<file path="src/rtl/core/morse_keyer_decoder_defines.svh">
// ----------------------------------------------------------------------------
// morse keyer decoder assertion macros
// ----------------------------------------------------------------------------
`ifndef MORSE_KEYER_DECODER_DEFINES_SVH
`define MORSE_KEYER_DECODER_DEFINES_SVH

// same-cycle implication, checked outside reset
`define MKD_ASSERT_NOW(label, clk, rst_n, ante, cons) \
    label: assert property (@(posedge clk) disable iff (!rst_n) (ante) |-> (cons)) \
        else $error("mkd assertion failed");

// next-cycle implication, checked outside reset
`define MKD_ASSERT_NEXT(label, clk, rst_n, ante, cons) \
    label: assert property (@(posedge clk) disable iff (!rst_n) (ante) |=> (cons)) \
        else $error("mkd assertion failed");

`endif

</file>
<file path="src/rtl/core/mkd_pkg.sv">
`timescale 1ns / 1ps
// ----------------------------------------------------------------------------
// mkd_pkg
// shared types and constants of the morse keyer decoder
// ----------------------------------------------------------------------------
package mkd_pkg;

    localparam int LETTER_COUNT = 26;
    localparam int LETTER_W     = 5;
    localparam int DUR_W        = 16;
    localparam int UNIT_W       = 13;

    localparam logic [UNIT_W-1:0] UNIT_RESET = 13'd200;
    localparam logic              OP_GAP     = 1'b1;

    typedef enum logic [2:0] {
        EV_CONTINUE     = 3'd0,
        EV_LETTER       = 3'd1,
        EV_LETTER_SPACE = 3'd2,
        EV_NOT_FOUND    = 3'd3,
        EV_TOO_LONG     = 3'd4,
        EV_EXTRA_SPACE  = 3'd5
    } t_event;

    // element count and dash pattern (element i is bit i, dash = 1) of A..Z
    localparam logic [2:0] CODE_LEN [LETTER_COUNT] = '{
        3'd2, 3'd4, 3'd4, 3'd3, 3'd1, 3'd4, 3'd3, 3'd4, 3'd2, 3'd4, 3'd3, 3'd4, 3'd2,
        3'd2, 3'd3, 3'd4, 3'd4, 3'd3, 3'd3, 3'd1, 3'd3, 3'd4, 3'd3, 3'd4, 3'd4, 3'd4
    };
    localparam logic [3:0] CODE_BITS [LETTER_COUNT] = '{
        4'd2, 4'd1, 4'd5, 4'd1, 4'd0, 4'd4, 4'd3, 4'd0, 4'd0, 4'd14, 4'd5, 4'd2, 4'd3,
        4'd1, 4'd7, 4'd6, 4'd11, 4'd2, 4'd0, 4'd1, 4'd4, 4'd8, 4'd6, 4'd9, 4'd13, 4'd3
    };

    typedef struct packed {
        logic                found;
        logic [LETTER_W-1:0] index;
    } t_lookup;

endpackage

</file>
<file path="src/rtl/core/mkd_lookup.sv">
`timescale 1ns / 1ps
// ----------------------------------------------------------------------------
// mkd_lookup
// matches the held symbol against the letters A-Z
// ----------------------------------------------------------------------------
module mkd_lookup
    import mkd_pkg::*;
#(
    parameter int PAT_W = 4,
    parameter int CNT_W = 3
) (
    input  logic [CNT_W-1:0] i_count,
    input  logic [PAT_W-1:0] i_pattern,
    output t_lookup          o_result
);

    always_comb begin
        o_result = '0;
        // letter codes are unique, the scan order only settles the mux
        for (int i = LETTER_COUNT - 1; i >= 0; i--) begin
            if (i_count == CNT_W'(CODE_LEN[i]) && i_pattern == PAT_W'(CODE_BITS[i])) begin
                o_result.found = 1'b1;
                o_result.index = LETTER_W'(i);
            end
        end
    end

endmodule

</file>
<file path="src/rtl/core/morse_keyer_decoder.sv">
`timescale 1ns / 1ps
// ----------------------------------------------------------------------------
// morse_keyer_decoder
// turns timed key press and gap beats into decoded letters and spacing events
// ----------------------------------------------------------------------------
// usage:
//   input channel: i_in_valid / o_in_stall with i_operation (0 press, 1 gap)
//   and i_duration_ms. a press beat gives no result, a gap beat gives one.
//   output channel: o_out_valid / i_out_stall with o_event_code and
//   o_letter_index (zero unless a letter is reported).
//   config channel: i_cfg_valid / o_cfg_ready with i_cfg_data, the unit length
//   in ms; o_cfg_ready is always high, write only while the block is idle.
//   the dot/dash and gap thresholds are derived from it at write time.
// timing:
//   a beat sits in the input register and is decoded into the result register.
//   one beat per cycle is taken unless a gap beat waits on a stalled receiver;
//   the input register plus result register pair sets that figure.
// reset and stall:
//   reset empties both registers, clears the symbol, sets the word start flag
//   and loads a unit length of 200 ms. while the receiver stalls the result
//   holds; press beats still drain, and a gap beat waits in the input register,
//   which then stalls the sender.
// ----------------------------------------------------------------------------
`include "morse_keyer_decoder_defines.svh"

module morse_keyer_decoder
    import mkd_pkg::*;
#(
    parameter int MAX_ELEMENTS = 4
) (
    input  logic                i_clk,
    input  logic                i_rst_n,
    input  logic                i_in_valid,
    output logic                o_in_stall,
    input  logic                i_operation,
    input  logic [DUR_W-1:0]    i_duration_ms,
    output logic                o_out_valid,
    input  logic                i_out_stall,
    output logic [2:0]          o_event_code,
    output logic [LETTER_W-1:0] o_letter_index,
    input  logic                i_cfg_valid,
    output logic                o_cfg_ready,
    input  logic [UNIT_W-1:0]   i_cfg_data
);

    localparam int PAT_W = MAX_ELEMENTS;
    localparam int CNT_W = $clog2(MAX_ELEMENTS + 2);

    // thresholds
    logic [DUR_W-1:0] r_half, r_three, r_seven;
    // input register
    logic             r_in_vld;
    logic             r_in_op;
    logic [DUR_W-1:0] r_in_dur;
    // symbol state
    logic [PAT_W-1:0] r_pattern, n_pattern;
    logic [CNT_W-1:0] r_count, n_count;
    logic             r_word_start, n_word_start;
    // result register
    logic                r_out_vld;
    t_event              r_out_code, n_code;
    logic [LETTER_W-1:0] r_out_letter, n_letter;

    t_lookup lk;
    logic    advance;
    logic    out_free;
    logic    in_accept;
    logic    is_gap;

    assign o_cfg_ready = 1'b1;

    always_ff @(posedge i_clk) begin
        if (!i_rst_n) begin
            r_half  <= DUR_W'(UNIT_RESET >> 1);
            r_three <= DUR_W'(UNIT_RESET) + DUR_W'({UNIT_RESET, 1'b0});
            r_seven <= DUR_W'({UNIT_RESET, 3'b000}) - DUR_W'(UNIT_RESET);
        end else if (i_cfg_valid) begin
            r_half  <= DUR_W'(i_cfg_data >> 1);
            r_three <= DUR_W'(i_cfg_data) + DUR_W'({i_cfg_data, 1'b0});
            r_seven <= DUR_W'({i_cfg_data, 3'b000}) - DUR_W'(i_cfg_data);
        end
    end

    mkd_lookup #(
        .PAT_W (PAT_W),
        .CNT_W (CNT_W)
    ) u_lookup (
        .i_count   (r_count),
        .i_pattern (r_pattern),
        .o_result  (lk)
    );

    assign is_gap     = (r_in_op == OP_GAP);
    assign out_free   = !r_out_vld || !i_out_stall;
    assign advance    = r_in_vld && (!is_gap || out_free);
    assign o_in_stall = r_in_vld && !advance;
    assign in_accept  = i_in_valid && !o_in_stall;

    always_comb begin
        n_pattern    = r_pattern;
        n_count      = r_count;
        n_word_start = r_word_start;
        n_code       = EV_CONTINUE;
        n_letter     = '0;
        if (!is_gap) begin
            if (r_in_dur >= r_half) begin
                if (r_count < CNT_W'(MAX_ELEMENTS)) begin
                    if (r_in_dur >= r_three) begin
                        n_pattern = r_pattern | (PAT_W'(1) << r_count);
                    end
                    n_count = r_count + CNT_W'(1);
                end else begin
                    n_count = CNT_W'(MAX_ELEMENTS + 1);
                end
            end
        end else if (r_in_dur < r_three) begin
            if (r_count >= CNT_W'(MAX_ELEMENTS)) begin
                n_pattern = '0;
                n_count   = '0;
                n_code    = EV_TOO_LONG;
            end
        end else begin
            n_pattern = '0;
            n_count   = '0;
            if (r_in_dur >= r_seven && r_word_start) begin
                n_code = EV_EXTRA_SPACE;
            end else if (!lk.found) begin
                n_code = EV_NOT_FOUND;
            end else if (r_in_dur < r_seven) begin
                n_code       = EV_LETTER;
                n_letter     = lk.index;
                n_word_start = 1'b0;
            end else begin
                n_code       = EV_LETTER_SPACE;
                n_letter     = lk.index;
                n_word_start = 1'b1;
            end
        end
    end

    always_ff @(posedge i_clk) begin
        if (!i_rst_n) begin
            r_in_vld     <= 1'b0;
            r_out_vld    <= 1'b0;
            r_pattern    <= '0;
            r_count      <= '0;
            r_word_start <= 1'b1;
        end else begin
            if (in_accept) begin
                r_in_vld <= 1'b1;
            end else if (advance) begin
                r_in_vld <= 1'b0;
            end
            if (advance) begin
                r_pattern    <= n_pattern;
                r_count      <= n_count;
                r_word_start <= n_word_start;
            end
            if (advance && is_gap) begin
                r_out_vld <= 1'b1;
            end else if (!i_out_stall) begin
                r_out_vld <= 1'b0;
            end
        end
    end

    always_ff @(posedge i_clk) begin
        if (in_accept) begin
            r_in_op  <= i_operation;
            r_in_dur <= i_duration_ms;
        end
        if (advance && is_gap) begin
            r_out_code   <= n_code;
            r_out_letter <= n_letter;
        end
    end

    assign o_out_valid    = r_out_vld;
    assign o_event_code   = r_out_code;
    assign o_letter_index = r_out_letter;

    `MKD_ASSERT_NOW(a_count_range, i_clk, i_rst_n, 1'b1,
        r_count <= CNT_W'(MAX_ELEMENTS + 1))
    `MKD_ASSERT_NOW(a_letter_only_on_match, i_clk, i_rst_n,
        r_out_vld && r_out_code != EV_LETTER && r_out_code != EV_LETTER_SPACE,
        r_out_letter == '0)
    `MKD_ASSERT_NOW(a_letter_in_range, i_clk, i_rst_n, r_out_vld,
        r_out_letter < LETTER_W'(LETTER_COUNT))
    `MKD_ASSERT_NEXT(a_long_gap_clears, i_clk, i_rst_n,
        advance && is_gap && r_in_dur >= r_three,
        r_count == '0 && r_pattern == '0)
    `MKD_ASSERT_NOW(a_stall_needs_item, i_clk, i_rst_n, !r_in_vld, !o_in_stall)

endmodule
</file>
<file path="config.mk">
export PLATFORM = sky130hd
export DESIGN_NAME = morse_keyer_decoder
export DESIGN_NICKNAME = d
export VERILOG_FILES = /design/src/rtl/core/mkd_pkg.sv /design/src/rtl/core/mkd_lookup.sv /design/src/rtl/core/morse_keyer_decoder.sv
export VERILOG_INCLUDE_DIRS = /design/src /design/src/rtl/core
export SDC_FILE = /design/constraint.sdc
export NUM_CORES = 1
export LEC_CHECK = 0
export BUFFER_PORTS_ARGS = -buffer_cell sky130_fd_sc_hd__buf_2
export CAP_MARGIN = 20
export CORE_ASPECT_RATIO = 1.25
export CORE_MARGIN = 5
export CORE_UTILIZATION = 60
export DETAILED_ROUTE_END_ITERATION = 10
export PLACE_DENSITY_LB_ADDON = 0.1
export SKIP_CTS_REPAIR_TIMING = 1
export SLEW_MARGIN = 20
export SYNTH_ARGS = -nofsm -noshare
export SYNTH_HDL_FRONTEND = slang
export SYNTH_SLANG_ARGS = --single-unit
</file>
<file path="constraint.sdc">
create_clock -name i_clk -period 3.2 [get_ports i_clk]
set_input_delay 0.64 -clock i_clk [delete_from_list [all_inputs] [get_ports i_clk]]
set_output_delay 0.64 -clock i_clk [all_outputs]
set_load 0.005 [all_outputs]
</file>
==> flow_summary.ini <==
[placed_design]
pre_cts_ws_ps = 464
place_congestion = 0.908
hpwl_mm = 10.8
io_buffer_count = 44

[routing]
via_count = 4886
first_pass_iters = 5
routedWlPerCell_um = 17.7
drt_iter0_drc = 240
vias_per_cell = 6.13
wl_mm = 14.1
antenna_left = 0
remaining_drc_errors = 0

[logic_synthesis]
yosys_warnings = 0
synth_flop_cell = dfxtp_1
async_reset_ff_frac = 0
synth-edff-count = 25
netlist_area_um2 = 5530
synth.avg_cell_area_um2 = 8.77
synth.net_count = 740
synth-seq-cells = 76
synth_cell_types = 72
ys_seq_area_frac = 0.320
synth_cells = 631

[cts]
cts_tree = yes
cts.htree.levels = 3
clk_latency_ps = 340
numClockSinks = 76
clk_path_buf_depth = 2
ctsRootBufferMaster = clkbuf_16
cts_inserted_buffers = 9
clk_transition_reported_paths_ps = 60

[worst_setup_path]
end_kind = flip-flop
crit_type = flip-flop to flip-flop
worstPathArrival_ps = 2960
worstSetupStartpointType = flip-flop
cp_max_fo = 5
rrSetupSlack_ps = 400
critical_path.startpoint = r_in_dur[11]
rr_startpoint = r_in_dur[11]
crit_required_ps = 3360

[grt]
overflow = 0
track_usage = 0.262
antenna_found_initial = 0
grt_pass1_vias = 4816
grt_pass1_wl_mm = 23.0
grt_max_degree = 54

[sta]
min_period_over_period = 0.874
setup_viol = 0
hold_violations = 0
setup-tns-final_ps = 0
rsz0062_at_grt = false
slew_viol_final = 0
min_period_ps = 2800
slew_headroom = 0.485
skew_ps = 10.0
setup_slack_ps = 404
fmax_mhz = 358
worst_slew_pin_slew_ps = 768

[floorplanning]
core-area_um2 = 9080
die_h_um = 117
rows = 39
initial_utilization = 0.609
io_pins = 46
die-area_um2 = 11300
die_w_um = 95.9

[power_and_ir_drop]
cellLeakagePower_nw = 2.61
ir_drop_uv = 434
powerDensity_nw_per_um2 = 460

[final_layout]
final_common_cell = ha_1
area_growth_pct = 11.9
layout-drive-gt1-share = 0.116
multi_input_area_um2 = 3390
regArea_um2 = 1770
fill_cells = 766
layout_common_cells = ha_1 (73), inv_1 (70), dfxtp_1 (51)
antennaDiodeCount = 0
nets = 778

[outcome]
outcome = finished clean

[worst_hold_path]
worstHoldPathType = input pin to flip-flop
hold_start = i_duration_ms[0]

[job]
drv_cap = 0
[synthesized netlist by cell type (all sizes together) (16+ instances only)]
master  instances  area [um2]
o211ai         19         143
dfxtp          51        1020
nor2           43         161
a21oi          38         190
a211oi         19         158
o21ai          26         130
ha             73         913
nor3           20         100
edfxtp         25         751
inv            70         263
nand2          43         161
nand3          16        80.1
[sequential cells by signal (all words and copies together) (netlist names), 3 cells and up]
| register | cells |
|---|---|
| r_half | 12 |
| r_pattern | 4 |
| r_seven | 16 |
| o_letter_index | 5 |
| o_event_code | 3 |
| r_count | 3 |
| r_in_dur | 16 |
| r_three | 13 |
[final cells by class]
class | instances | area share
Tap cell | 123 | 0.0249
Inverter | 70 | 0.0425
Sequential cell | 76 | 0.286
Clock buffer | 9 | 0.0364
Multi-Input combinational cell | 460 | 0.547
Timing Repair Buffer | 52 | 0.0453
Clock inverter | 7 | 0.0172
[per-layer routing]
layer	track usage	routed length, um	vias to the layer above
met3	0.0391	488	49
met1	0.292	5420	2299
met2	0.450	7390	129
met4	0.172	835	0
li1	-	-	2409
met5	0	0	-
[power breakdown]
| group | internal, W | switching [W] | total, W |
|---|---|---|---|
| registers | 0.00106 | 0.0000411 | 0.00110 |
| logic | 0.000246 | 0.000360 | 0.000606 |
| clock network | 0.000697 | 0.000438 | 0.00113 |
[metrics by stage]
step | utilization | hold slack [ps] | instance area (um2) | total power [W] | std cells
floorplan | - | 441 | 5530 | 0.00154 | 631
global placement | 0.645 | 458 | 5860 | 0.00170 | 781
detailed placement | 0.645 | 461 | 5860 | 0.00172 | 781
CTS | 0.682 | 458 | 6190 | 0.00285 | 797
global route | 0.682 | 454 | 6190 | 0.00298 | 797
finish | 0.682 | 471 | 6190 | 0.00284 | 797
[logic make-up after synthesis]
| kind of cell | share of synthesized area |
|---|---|
| AO/OA/AOI/OAI | 0.219 |
| XOR/XNOR | 0.0206 |
| adder cells (fa/ha/maj) | 0.169 |
| buffers and inverters | 0.0674 |
| flip-flops | 0.320 |
| multiplexers | 0.0271 |
| other | 0.000678 |
| AND/OR/NAND/NOR | 0.176 |
[path summary, 6_finish.rpt]
check                       to  depth (start not counted)
max reg2reg  o_letter_index[2]                          7
max          o_letter_index[2]                          7
min                r_in_dur[0]                          1
min reg2reg         r_half[11]                          2
[worst max-delay path, stage by stage (launching register included)]
cell and delay (ps):
edfxtp_1 450, ha_1 340, nand3_1 110, nor4b_1 440, o32a_1 300, a21oi_1 180, or4_4 570, nor4_1 230
Note: power is estimated with default switching activity, not from simulation.
